### src/rtl/core/pnce_pkg.sv
// ----------------------------------------------------------------------------
// pnce_pkg
// Shared types, constants and helpers of the periodic neighbor cell enumerator.
// ----------------------------------------------------------------------------
`default_nettype none

package pnce_pkg;

    localparam int MAX_CELLS_PER_AXIS = 64;

    localparam int COORD_W    = 6;
    localparam int SIZE_W     = 7;
    localparam int CELL_W     = 18;
    localparam int YW_W       = 12;
    localparam int HZ_W       = 12;
    localparam int CFG_IDX_W  = 2;
    localparam int CFG_DATA_W = 7;
    localparam int FIFO_DEPTH = 2;
    localparam int FIFO_PTR_W = 1;
    localparam int FIFO_CNT_W = 2;

    // configuration register indexes
    localparam logic [CFG_IDX_W-1:0] CFG_CELLS_X = 2'd0;
    localparam logic [CFG_IDX_W-1:0] CFG_CELLS_Y = 2'd1;
    localparam logic [CFG_IDX_W-1:0] CFG_CELLS_Z = 2'd2;
    localparam logic [CFG_IDX_W-1:0] CFG_FLAT_2D = 2'd3;

    // effective grid geometry
    typedef struct packed {
        logic [SIZE_W-1:0] w;
        logic [SIZE_W-1:0] h;
        logic [SIZE_W-1:0] d;
        logic              flat;
    } t_geom;

    // sorted coordinates of one axis
    typedef struct packed {
        logic [1:0]               cnt;
        logic [2:0][COORD_W-1:0]  v;
    } t_axis;

    // front register stage
    typedef struct packed {
        logic                     invalid;
        logic [1:0]               cnt_x;
        logic [1:0]               cnt_y;
        logic [1:0]               cnt_z;
        logic [2:0][COORD_W-1:0]  xs;
        logic [2:0][COORD_W-1:0]  ys;
        logic [2:0][HZ_W-1:0]     hz;
    } t_s1;

    // classified item handed to the back unit
    typedef struct packed {
        logic                     invalid;
        logic [1:0]               cnt_x;
        logic [1:0]               cnt_y;
        logic [1:0]               cnt_z;
        logic [2:0][COORD_W-1:0]  xs;
        logic [2:0][YW_W-1:0]     yw;
        logic [2:0][CELL_W-1:0]   zwh;
    } t_desc;

    // wrapped neighbor coordinates of one axis in ascending order
    function automatic t_axis axis_sort(input logic [COORD_W-1:0] c,
                                        input logic [SIZE_W-1:0]  n,
                                        input logic               own_only);
        t_axis             a;
        logic [SIZE_W-1:0] c7;
        logic [SIZE_W-1:0] nm1;
        logic [SIZE_W-1:0] nm2;
        c7  = {1'b0, c};
        nm1 = n - 7'd1;
        nm2 = n - 7'd2;
        a   = '0;
        if (own_only || n == 7'd1) begin
            a.cnt  = 2'd1;
            a.v[0] = c;
        end else if (n == 7'd2) begin
            a.cnt  = 2'd2;
            a.v[0] = 6'd0;
            a.v[1] = 6'd1;
        end else begin
            a.cnt = 2'd3;
            if (c == 6'd0) begin
                a.v[0] = 6'd0;
                a.v[1] = 6'd1;
                a.v[2] = nm1[COORD_W-1:0];
            end else if (c7 == nm1) begin
                a.v[0] = 6'd0;
                a.v[1] = nm2[COORD_W-1:0];
                a.v[2] = nm1[COORD_W-1:0];
            end else begin
                a.v[0] = c - 6'd1;
                a.v[1] = c;
                a.v[2] = c + 6'd1;
            end
        end
        return a;
    endfunction

endpackage

`default_nettype wire

### src/rtl/core/pnce_in_if.sv
// ----------------------------------------------------------------------------
// pnce_in_if
// Input channel: centre cell coordinates with valid/ready.
// ----------------------------------------------------------------------------
`default_nettype none

interface pnce_in_if;
    logic                           valid;
    logic                           ready;
    logic [pnce_pkg::COORD_W-1:0]   coord_x;
    logic [pnce_pkg::COORD_W-1:0]   coord_y;
    logic [pnce_pkg::COORD_W-1:0]   coord_z;

    modport source (output valid, output coord_x, output coord_y, output coord_z,
                    input ready);
    modport sink   (input valid, input coord_x, input coord_y, input coord_z,
                    output ready);
endinterface

`default_nettype wire

### src/rtl/core/pnce_out_if.sv
// ----------------------------------------------------------------------------
// pnce_out_if
// Output channel: neighbor cell indices with valid/ready.
// ----------------------------------------------------------------------------
`default_nettype none

interface pnce_out_if;
    logic                           valid;
    logic                           ready;
    logic [pnce_pkg::CELL_W-1:0]    neighbor_cell;
    logic                           is_last;
    logic                           invalid;

    modport source (output valid, output neighbor_cell, output is_last,
                    output invalid, input ready);
    modport sink   (input valid, input neighbor_cell, input is_last,
                    input invalid, output ready);
endinterface

`default_nettype wire

### src/rtl/core/pnce_front.sv
// ----------------------------------------------------------------------------
// pnce_front
// Accepts a centre cell, checks it against the grid, builds the sorted axis
// lists and scales them into partial linear indices for the back unit.
// ----------------------------------------------------------------------------
`default_nettype none

module pnce_front (
    input  wire                     i_clk,
    input  wire                     i_rst_n,
    input  pnce_pkg::t_geom         i_geom,
    pnce_in_if.sink                 in_ch,
    input  wire                     i_full,
    output logic                    o_push,
    output pnce_pkg::t_desc         o_desc
);

    logic              r_s1_valid;
    pnce_pkg::t_s1     r_s1;
    pnce_pkg::t_s1     n_s1;
    pnce_pkg::t_axis   ax_x;
    pnce_pkg::t_axis   ax_y;
    pnce_pkg::t_axis   ax_z;
    logic              bad;
    logic              accept;
    logic [pnce_pkg::SIZE_W+pnce_pkg::COORD_W-1:0]  hz_full [3];
    logic [pnce_pkg::SIZE_W+pnce_pkg::COORD_W-1:0]  yw_full [3];
    logic [pnce_pkg::SIZE_W+pnce_pkg::HZ_W-1:0]     zwh_full[3];

    assign in_ch.ready = !r_s1_valid || !i_full;
    assign accept      = in_ch.valid && in_ch.ready;
    assign o_push      = r_s1_valid && !i_full;

    // classify and take h * z
    always_comb begin
        bad  = ({1'b0, in_ch.coord_x} >= i_geom.w) ||
               ({1'b0, in_ch.coord_y} >= i_geom.h) ||
               ({1'b0, in_ch.coord_z} >= i_geom.d);
        ax_x = pnce_pkg::axis_sort(in_ch.coord_x, i_geom.w, 1'b0);
        ax_y = pnce_pkg::axis_sort(in_ch.coord_y, i_geom.h, 1'b0);
        ax_z = pnce_pkg::axis_sort(in_ch.coord_z, i_geom.d, i_geom.flat);
        n_s1 = '0;
        n_s1.invalid = bad;
        if (bad) begin
            n_s1.cnt_x = 2'd1;
            n_s1.cnt_y = 2'd1;
            n_s1.cnt_z = 2'd1;
        end else begin
            n_s1.cnt_x = ax_x.cnt;
            n_s1.cnt_y = ax_y.cnt;
            n_s1.cnt_z = ax_z.cnt;
            n_s1.xs    = ax_x.v;
            n_s1.ys    = ax_y.v;
        end
        for (int k = 0; k < 3; k++) begin
            hz_full[k] = (pnce_pkg::SIZE_W+pnce_pkg::COORD_W)'(i_geom.h) *
                         (pnce_pkg::SIZE_W+pnce_pkg::COORD_W)'(ax_z.v[k]);
            if (!bad) begin
                n_s1.hz[k] = hz_full[k][pnce_pkg::HZ_W-1:0];
            end
        end
    end

    always_ff @(posedge i_clk) begin
        if (!i_rst_n) begin
            r_s1_valid <= 1'b0;
        end else if (accept) begin
            r_s1_valid <= 1'b1;
        end else if (o_push) begin
            r_s1_valid <= 1'b0;
        end
        if (accept) begin
            r_s1 <= n_s1;
        end
    end

    // scale by the row width
    always_comb begin
        o_desc         = '0;
        o_desc.invalid = r_s1.invalid;
        o_desc.cnt_x   = r_s1.cnt_x;
        o_desc.cnt_y   = r_s1.cnt_y;
        o_desc.cnt_z   = r_s1.cnt_z;
        o_desc.xs      = r_s1.xs;
        for (int k = 0; k < 3; k++) begin
            yw_full[k]    = (pnce_pkg::SIZE_W+pnce_pkg::COORD_W)'(i_geom.w) *
                            (pnce_pkg::SIZE_W+pnce_pkg::COORD_W)'(r_s1.ys[k]);
            zwh_full[k]   = (pnce_pkg::SIZE_W+pnce_pkg::HZ_W)'(i_geom.w) *
                            (pnce_pkg::SIZE_W+pnce_pkg::HZ_W)'(r_s1.hz[k]);
            o_desc.yw[k]  = yw_full[k][pnce_pkg::YW_W-1:0];
            o_desc.zwh[k] = zwh_full[k][pnce_pkg::CELL_W-1:0];
        end
    end

    a_bad_single: assert property (@(posedge i_clk) disable iff (!i_rst_n)
        r_s1_valid && r_s1.invalid |->
            r_s1.cnt_x == 2'd1 && r_s1.cnt_y == 2'd1 && r_s1.cnt_z == 2'd1 &&
            r_s1.xs == '0 && r_s1.ys == '0 && r_s1.hz == '0)
        else $error("out-of-grid item carries neighbor data");

    a_held_on_full: assert property (@(posedge i_clk) disable iff (!i_rst_n)
        r_s1_valid && i_full |=> r_s1_valid && $stable(r_s1))
        else $error("front stage lost an item while the queue was full");

endmodule

`default_nettype wire

### src/rtl/core/pnce_fifo.sv
// ----------------------------------------------------------------------------
// pnce_fifo
// Short queue of classified items between the front and the back unit.
// ----------------------------------------------------------------------------
`default_nettype none

module pnce_fifo (
    input  wire                     i_clk,
    input  wire                     i_rst_n,
    input  wire                     i_push,
    input  pnce_pkg::t_desc         i_data,
    output logic                    o_full,
    input  wire                     i_pop,
    output pnce_pkg::t_desc         o_data,
    output logic                    o_empty
);

    pnce_pkg::t_desc                    r_mem [pnce_pkg::FIFO_DEPTH];
    logic [pnce_pkg::FIFO_PTR_W-1:0]    r_wr;
    logic [pnce_pkg::FIFO_PTR_W-1:0]    r_rd;
    logic [pnce_pkg::FIFO_CNT_W-1:0]    r_cnt;
    logic                               do_push;
    logic                               do_pop;

    assign o_full  = (r_cnt == pnce_pkg::FIFO_CNT_W'(pnce_pkg::FIFO_DEPTH));
    assign o_empty = (r_cnt == '0);
    assign o_data  = r_mem[r_rd];
    assign do_push = i_push && !o_full;
    assign do_pop  = i_pop && !o_empty;

    always_ff @(posedge i_clk) begin
        if (!i_rst_n) begin
            r_wr  <= '0;
            r_rd  <= '0;
            r_cnt <= '0;
        end else begin
            if (do_push) begin
                r_wr <= r_wr + 1'b1;
            end
            if (do_pop) begin
                r_rd <= r_rd + 1'b1;
            end
            if (do_push && !do_pop) begin
                r_cnt <= r_cnt + pnce_pkg::FIFO_CNT_W'(1);
            end else if (do_pop && !do_push) begin
                r_cnt <= r_cnt - pnce_pkg::FIFO_CNT_W'(1);
            end
        end
        if (do_push) begin
            r_mem[r_wr] <= i_data;
        end
    end

    a_count_bound: assert property (@(posedge i_clk) disable iff (!i_rst_n)
        r_cnt <= pnce_pkg::FIFO_CNT_W'(pnce_pkg::FIFO_DEPTH))
        else $error("queue count past depth");

endmodule

`default_nettype wire

### src/rtl/core/pnce_back.sv
// ----------------------------------------------------------------------------
// pnce_back
// Walks the z, y, x neighbor lists of one item and sends one linear cell
// index per transfer through an output register.
// ----------------------------------------------------------------------------
`default_nettype none

module pnce_back (
    input  wire                     i_clk,
    input  wire                     i_rst_n,
    input  pnce_pkg::t_desc         i_desc,
    input  wire                     i_empty,
    output logic                    o_pop,
    pnce_out_if.source              out_ch
);

    logic                           r_busy;
    pnce_pkg::t_desc                r_desc;
    logic [1:0]                     r_ix;
    logic [1:0]                     r_iy;
    logic [1:0]                     r_iz;
    logic                           r_out_valid;
    logic [pnce_pkg::CELL_W-1:0]    r_cell;
    logic                           r_last;
    logic                           r_inv;
    logic                           adv;
    logic                           end_x;
    logic                           end_y;
    logic                           end_z;
    logic                           at_last;
    logic [pnce_pkg::CELL_W-1:0]    sum;

    assign out_ch.valid         = r_out_valid;
    assign out_ch.neighbor_cell = r_cell;
    assign out_ch.is_last       = r_last;
    assign out_ch.invalid       = r_inv;

    always_comb begin
        adv     = r_busy && (!r_out_valid || out_ch.ready);
        end_x   = (r_ix == r_desc.cnt_x - 2'd1);
        end_y   = (r_iy == r_desc.cnt_y - 2'd1);
        end_z   = (r_iz == r_desc.cnt_z - 2'd1);
        at_last = end_x && end_y && end_z;
        o_pop   = !i_empty && (!r_busy || (adv && at_last));
        sum     = {{(pnce_pkg::CELL_W-pnce_pkg::COORD_W){1'b0}}, r_desc.xs[r_ix]} +
                  {{(pnce_pkg::CELL_W-pnce_pkg::YW_W){1'b0}}, r_desc.yw[r_iy]} +
                  r_desc.zwh[r_iz];
    end

    always_ff @(posedge i_clk) begin
        if (!i_rst_n) begin
            r_busy      <= 1'b0;
            r_ix        <= '0;
            r_iy        <= '0;
            r_iz        <= '0;
            r_out_valid <= 1'b0;
        end else begin
            if (o_pop) begin
                r_busy <= 1'b1;
                r_ix   <= '0;
                r_iy   <= '0;
                r_iz   <= '0;
            end else if (adv) begin
                if (at_last) begin
                    r_busy <= 1'b0;
                end
                // x runs fastest, then y, then z
                if (end_x) begin
                    r_ix <= '0;
                    if (end_y) begin
                        r_iy <= '0;
                        r_iz <= r_iz + 2'd1;
                    end else begin
                        r_iy <= r_iy + 2'd1;
                    end
                end else begin
                    r_ix <= r_ix + 2'd1;
                end
            end
            if (adv) begin
                r_out_valid <= 1'b1;
            end else if (out_ch.ready) begin
                r_out_valid <= 1'b0;
            end
        end
        if (o_pop) begin
            r_desc <= i_desc;
        end
        if (adv) begin
            r_cell <= r_desc.invalid ? '0 : sum;
            r_last <= at_last;
            r_inv  <= r_desc.invalid;
        end
    end

    a_idx_range: assert property (@(posedge i_clk) disable iff (!i_rst_n)
        r_busy |-> r_ix < r_desc.cnt_x && r_iy < r_desc.cnt_y && r_iz < r_desc.cnt_z)
        else $error("neighbor walk ran past its list");

    a_invalid_single: assert property (@(posedge i_clk) disable iff (!i_rst_n)
        r_out_valid && r_inv |-> r_last && r_cell == '0)
        else $error("out-of-grid result is not a single zero entry");

    a_pop_when_free: assert property (@(posedge i_clk) disable iff (!i_rst_n)
        o_pop |-> !r_busy || (adv && at_last))
        else $error("new item taken while the walk is unfinished");

endmodule

`default_nettype wire

### src/rtl/core/periodic_neighbor_cell_enumerator.sv
// ----------------------------------------------------------------------------
// periodic_neighbor_cell_enumerator
// Emits the sorted linear indices of the neighbor cells of one grid cell.
// ----------------------------------------------------------------------------
// Each accepted cell yields between 1 and 27 results (nx * ny * nz, each axis
// contributing 1 to 3 wrapped coordinates), one result per clock while the
// output is not stalled, through the back unit's single index adder, so the
// sustained input rate is bounded by the result count of each item. From
// input transfer to first result an item passes the front register, the
// queue, the back walk and the output register. Out-of-grid cells give one
// result with invalid and is_last set. Axis sizes of 0 act as 1 and sizes
// above 64 act as 64. Registers: 0 cells_x, 1 cells_y, 2 cells_z, 3 flat_2d;
// write them only while no item is in flight.
// ----------------------------------------------------------------------------
`default_nettype none

module periodic_neighbor_cell_enumerator (
    input  wire                                 i_clk,
    input  wire                                 i_rst_n,
    pnce_in_if.sink                             in_ch,
    pnce_out_if.source                          out_ch,
    input  wire                                 i_cfg_we,
    input  wire [pnce_pkg::CFG_IDX_W-1:0]       i_cfg_index,
    input  wire [pnce_pkg::CFG_DATA_W-1:0]      i_cfg_data
);

    logic [pnce_pkg::SIZE_W-1:0]    r_cells_x;
    logic [pnce_pkg::SIZE_W-1:0]    r_cells_y;
    logic [pnce_pkg::SIZE_W-1:0]    r_cells_z;
    logic                           r_flat_2d;
    pnce_pkg::t_geom                geom;
    pnce_pkg::t_desc                push_desc;
    pnce_pkg::t_desc                pop_desc;
    logic                           push;
    logic                           pop;
    logic                           full;
    logic                           empty;

    always_ff @(posedge i_clk) begin
        if (!i_rst_n) begin
            r_cells_x <= 7'd1;
            r_cells_y <= 7'd1;
            r_cells_z <= 7'd1;
            r_flat_2d <= 1'b0;
        end else if (i_cfg_we) begin
            case (i_cfg_index)
                pnce_pkg::CFG_CELLS_X: begin
                    r_cells_x <= i_cfg_data;
                end
                pnce_pkg::CFG_CELLS_Y: begin
                    r_cells_y <= i_cfg_data;
                end
                pnce_pkg::CFG_CELLS_Z: begin
                    r_cells_z <= i_cfg_data;
                end
                pnce_pkg::CFG_FLAT_2D: begin
                    r_flat_2d <= i_cfg_data[0];
                end
                default: begin
                end
            endcase
        end
    end

    function automatic logic [pnce_pkg::SIZE_W-1:0] eff_size(
            input logic [pnce_pkg::SIZE_W-1:0] v);
        logic [pnce_pkg::SIZE_W-1:0] r;
        if (v == '0) begin
            r = 7'd1;
        end else if (v > pnce_pkg::SIZE_W'(pnce_pkg::MAX_CELLS_PER_AXIS)) begin
            r = pnce_pkg::SIZE_W'(pnce_pkg::MAX_CELLS_PER_AXIS);
        end else begin
            r = v;
        end
        return r;
    endfunction

    always_comb begin
        geom.w    = eff_size(r_cells_x);
        geom.h    = eff_size(r_cells_y);
        geom.d    = eff_size(r_cells_z);
        geom.flat = r_flat_2d;
    end

    pnce_front u_front (
        .i_clk   (i_clk),
        .i_rst_n (i_rst_n),
        .i_geom  (geom),
        .in_ch   (in_ch),
        .i_full  (full),
        .o_push  (push),
        .o_desc  (push_desc)
    );

    pnce_fifo u_fifo (
        .i_clk   (i_clk),
        .i_rst_n (i_rst_n),
        .i_push  (push),
        .i_data  (push_desc),
        .o_full  (full),
        .i_pop   (pop),
        .o_data  (pop_desc),
        .o_empty (empty)
    );

    pnce_back u_back (
        .i_clk   (i_clk),
        .i_rst_n (i_rst_n),
        .i_desc  (pop_desc),
        .i_empty (empty),
        .o_pop   (pop),
        .out_ch  (out_ch)
    );

endmodule

`default_nettype wire

### src/flat_wrapper.sv
// flat-port wrapper written by rule: the top's interface ports become plain ports
module periodic_neighbor_cell_enumerator_flat 
  (i_clk, i_rst_n, i_cfg_we, i_cfg_index, i_cfg_data, in_ch_valid, in_ch_coord_x, in_ch_coord_y, in_ch_coord_z, in_ch_ready, out_ch_valid, out_ch_neighbor_cell, out_ch_is_last, out_ch_invalid, out_ch_ready);
  pnce_in_if in_ch_i ();
  pnce_out_if out_ch_i ();
  input  wire i_clk;
  input  wire i_rst_n;
  input  wire i_cfg_we;
  input  wire [pnce_pkg::CFG_IDX_W-1:0] i_cfg_index;
  input  wire [pnce_pkg::CFG_DATA_W-1:0] i_cfg_data;
  input wire logic [$bits(in_ch_i.valid)-1:0] in_ch_valid;
  input wire logic [$bits(in_ch_i.coord_x)-1:0] in_ch_coord_x;
  input wire logic [$bits(in_ch_i.coord_y)-1:0] in_ch_coord_y;
  input wire logic [$bits(in_ch_i.coord_z)-1:0] in_ch_coord_z;
  output wire logic [$bits(in_ch_i.ready)-1:0] in_ch_ready;
  output wire logic [$bits(out_ch_i.valid)-1:0] out_ch_valid;
  output wire logic [$bits(out_ch_i.neighbor_cell)-1:0] out_ch_neighbor_cell;
  output wire logic [$bits(out_ch_i.is_last)-1:0] out_ch_is_last;
  output wire logic [$bits(out_ch_i.invalid)-1:0] out_ch_invalid;
  input wire logic [$bits(out_ch_i.ready)-1:0] out_ch_ready;
  assign in_ch_i.valid = in_ch_valid;
  assign in_ch_i.coord_x = in_ch_coord_x;
  assign in_ch_i.coord_y = in_ch_coord_y;
  assign in_ch_i.coord_z = in_ch_coord_z;
  assign in_ch_ready = in_ch_i.ready;
  assign out_ch_valid = out_ch_i.valid;
  assign out_ch_neighbor_cell = out_ch_i.neighbor_cell;
  assign out_ch_is_last = out_ch_i.is_last;
  assign out_ch_invalid = out_ch_i.invalid;
  assign out_ch_i.ready = out_ch_ready;
  periodic_neighbor_cell_enumerator u_core (.i_clk(i_clk), .i_rst_n(i_rst_n), .in_ch(in_ch_i), .out_ch(out_ch_i), .i_cfg_we(i_cfg_we), .i_cfg_index(i_cfg_index), .i_cfg_data(i_cfg_data));
endmodule
### config.mk
export PLATFORM = sky130hd
export DESIGN_NAME = periodic_neighbor_cell_enumerator_flat
export DESIGN_NICKNAME = d
export VERILOG_FILES = /design/src/rtl/core/pnce_pkg.sv /design/src/rtl/core/pnce_in_if.sv /design/src/rtl/core/pnce_out_if.sv /design/src/rtl/core/pnce_front.sv /design/src/rtl/core/pnce_fifo.sv /design/src/rtl/core/pnce_back.sv /design/src/rtl/core/periodic_neighbor_cell_enumerator.sv /design/src/flat_wrapper.sv
export SDC_FILE = /design/constraint.sdc
export NUM_CORES = 2
export LEC_CHECK = 0
export BUFFER_PORTS_ARGS = -buffer_cell sky130_fd_sc_hd__buf_2
export CAP_MARGIN = 10
export CORE_ASPECT_RATIO = 1.25
export CORE_MARGIN = 10
export CORE_UTILIZATION = 65
export DETAILED_ROUTE_END_ITERATION = 7
export PLACE_DENSITY = 0.82
export SLEW_MARGIN = 20
export SYNTH_ARGS = -nofsm -noshare
export SYNTH_HDL_FRONTEND = slang
export SYNTH_SLANG_ARGS = --single-unit
### constraint.sdc
create_clock -name i_clk -period 8.15 [get_ports i_clk]
set_input_delay 1.2225 -clock i_clk [delete_from_list [all_inputs] [get_ports i_clk]]
set_output_delay 1.2225 -clock i_clk [all_outputs]
set_load 0.01 [all_outputs]
==> reports/results.ini <==
[routing]
vias_per_cell = 5.859
wl_per_cell_um = 19.84
drc = 0
drt_iter0_markers = 1578
routed_wl_um = 78690
vias = 23240
ant_nets = 0
drtPass1Iterations = 5

[yosys]
synth_edf_count = 444
ys_ff_latch = 479
netlist_area_mm2 = 0.03532
synth_top_flop_cell = edfxtp_1
yosys_warnings = 0
avgSynthCellArea_um2 = 11.09
ys_seq_area_share_pct = 39.74
synth.net_count = 3774
synth.distinct_cells = 87
synthArstFlopShare_pct = 0
syn-instance-count = 3185

[sta]
fin_ws_ns = 0.9559
hold_viol_final = 0
maxSlewHeadroom_pct = 31.48
min_period_over_period_pct = 88.27
rsz0062_at_grt = false
setup_viol_count_final = 0
slew_viol_final = 0
max_freq_mhz = 139.0
holdWs_ns = 0.4479
fin_skew_ns = 0.02398
fin_crit_ns = 7.194
fin_tns_setup_ns = 0
worstMarginPinSlew_ns = 1.025

[die]
rows = 95
dieArea_mm2 = 0.06412
die_x_um = 228.5
dieHeight_um = 280.6
core_region_area_mm2 = 0.05373
start_util_pct = 65.74
ios = 54

[layout]
utilization_pct = 70.48
antenna_cells = 0
multiInputGateArea_mm2 = 0.01958
area_growth_pct = 7.216
regArea_mm2 = 0.01404
layout_common_cells = edfxtp_1 (444), nand2_1 (344), inv_1 (337)
fin_area_mm2 = 0.03787
final_common_cell = edfxtp_1
fin_nets = 3789
layout-drive-gt1-share_pct = 9.969
stdcell_count = 3967
fillers = 3788

[clock_tree]
cts_buffers = 48
clock_sinks = 479
root_buffer = clkbuf_16
path_clk_slew_ns = 0.06
cts_buffer_depth = 3
ctsResizeCount = 0
ctsHoldBuffers = 0
postCtsSetupRepairBufs = 0
clock_latency_ns = 0.60
cts_tree = done
htree_levels = 2

[worst_setup_path]
critical_path_arrival_ns = 7.53
crit_required_ns = 8.49
reg2regPathDepth = 25
startpoint_type = register
cp_max_fo = 12
end_kind = register
crit_type = reg2reg

[pwr]
power_frac_comb_pct = 28.7
p_seq_share_pct = 44.2
p_total_mw = 8.091
intPower_mw = 5.459
pwr-share-clk_pct = 27.1
p_leak_nw = 15.98
ir_worst_vdd_uv = 274.3
p_per_area_mw_per_mm2 = 213.7
p_sw_mw = 2.633
p_sw_share_pct = 32.54

[global_routing]
grt_overflow = 0
grt_pass1_vias = 24280
grt_max_degree = 68
grt_usage_pct = 24.65
antenna_found_initial = 0
grt_pass1_wl_um = 126700

[place]
place_area_mm2 = 0.03630
port-buffer-count = 53
dp_hpwl_um = 58410
place_congestion = 0.8997
placedCellCount = 3877
pre_cts_slack_ns = 0.8686

[job]
drv_cap = 0

[status]
status = finished clean

[hold_path]
hp-class = reg2reg
hold_depth = 0

==> worst max-delay path: stages, from the launching register on <==
cell	delay, ns
dfxtp_1	0.58
nor2_1	0.09
a21oi_1	0.15
nor2_1	0.05
buf_4	0.17
inv_1	0.10
ha_1	0.33
xnor3_1	0.36
nor3_1	0.48
and2_1	0.39
a21oi_1	0.14
nor3_1	0.78
or2_1	0.21
fa_1	0.42
fa_1	0.46
fa_1	0.49
inv_1	0.04
ha_1	0.31
a21o_1	0.19
a21oi_1	0.17
nor2b_1	0.08
o21a_1	0.19
o41a_1	0.33
xnor2_1	0.22
xnor2_1	0.14
nor2_1	0.05
==> per-layer routing <==
layer	global-route usage, %	wire length [um]	vias up
met5	0	0	-
met4	10.54	3304	0
met3	3.186	4158	199
met2	43.43	39640	766
met1	30.04	31590	11500
li1	-	-	10780
==> synth_stat cells (all sizes together) (69+ instances only) <==
library cell / count / area, um2
a21oi: 109 / 571.8
and2: 175 / 1095
clkbuf: 90 / 337.8
edfxtp: 444 / 13330
fa: 271 / 5425
ha: 286 / 3578
inv: 341 / 1280
mux2: 115 / 1295
mux2i: 69 / 690.7
nand2: 346 / 1304
nor2: 203 / 762.0
o21ai: 77 / 385.4
xnor2: 122 / 1069
==> final cells by class <==
cell class / instances / area share, %
Inverter: 343 / 3.407
Sequential cell: 479 / 37.07
Multi-Input combinational cell: 2247 / 51.72
Timing Repair Buffer: 81 / 1.256
Clock buffer: 53 / 3.278
Clock inverter: 37 / 0.8657
Tap cell: 727 / 2.402
==> state kept, by name, indices dropped and copies added (netlist names) <==
name                                count
u_core.u_fifo.r_mem                   230
u_core.u_back.r_desc                  115
u_core.u_front.r_s1                    54
u_core.u_front.o_desc                  25
u_core.u_back.out_ch.neighbor_cell     18
u_core.r_cells_x                        7
u_core.r_cells_y                        7
u_core.r_cells_z                        7
u_core.u_back.r_ix                      2
u_core.u_back.r_iy                      2
u_core.u_back.r_iz                      2
u_core.u_fifo.r_cnt                     2
u_core.r_flat_2d                        1
u_core.u_back.out_ch.invalid            1
u_core.u_back.out_ch.is_last            1
u_core.u_back.out_ch.valid              1
u_core.u_back.r_busy                    1
u_core.u_fifo.r_rd                      1
u_core.u_fifo.r_wr                      1
u_core.u_front.r_s1_valid               1
==> power groups by stage <==
stage / clock network (mW) / logic (mW) / registers (mW)
3_3_place_gp: 0 / 2.21 / 3.59
4_1_cts: 2.22 / 2.32 / 3.58
2_1_floorplan: 0 / 1.70 / 3.56
6_report: 2.19 / 2.32 / 3.58
5_1_grt: 2.32 / 2.57 / 3.62
3_5_place_dp: 0 / 2.29 / 3.62
==> cells by family (layout without fill, tap and decap cells) <==
kind of cell / Yosys count / in the layout / share of synthesized area (%)
AO/OA/AOI/OAI: 345 / 345 / 6.327
XOR/XNOR: 161 / 161 / 4.074
adder cells (fa/ha/maj): 557 / 557 / 25.49
buffers and inverters: 459 / 514 / 4.963
flip-flops: 479 / 479 / 39.74
multiplexers: 184 / 184 / 5.622
AND/OR/NAND/NOR: 1000 / 1000 / 13.78
==> final timing paths <==
kind,from,slack (ns),to
hold reg to reg,u_core.u_front.o_desc[98]$_SDFFCE_PP0P_,0.45,u_core.u_fifo.r_mem[1][98]$_DFFE_PP_
hold / removal,u_core.u_front.o_desc[98]$_SDFFCE_PP0P_,0.45,u_core.u_fifo.r_mem[1][98]$_DFFE_PP_
setup reg to reg,u_core.r_cells_z[4]$_SDFFE_PN0P_,0.96,u_core.u_front.r_s1[11]$_SDFFCE_PP0P_
setup / recovery,u_core.r_cells_z[4]$_SDFFE_PN0P_,0.96,u_core.u_front.r_s1[11]$_SDFFCE_PP0P_
No activity file was read; power rests on OpenSTA's default activity.
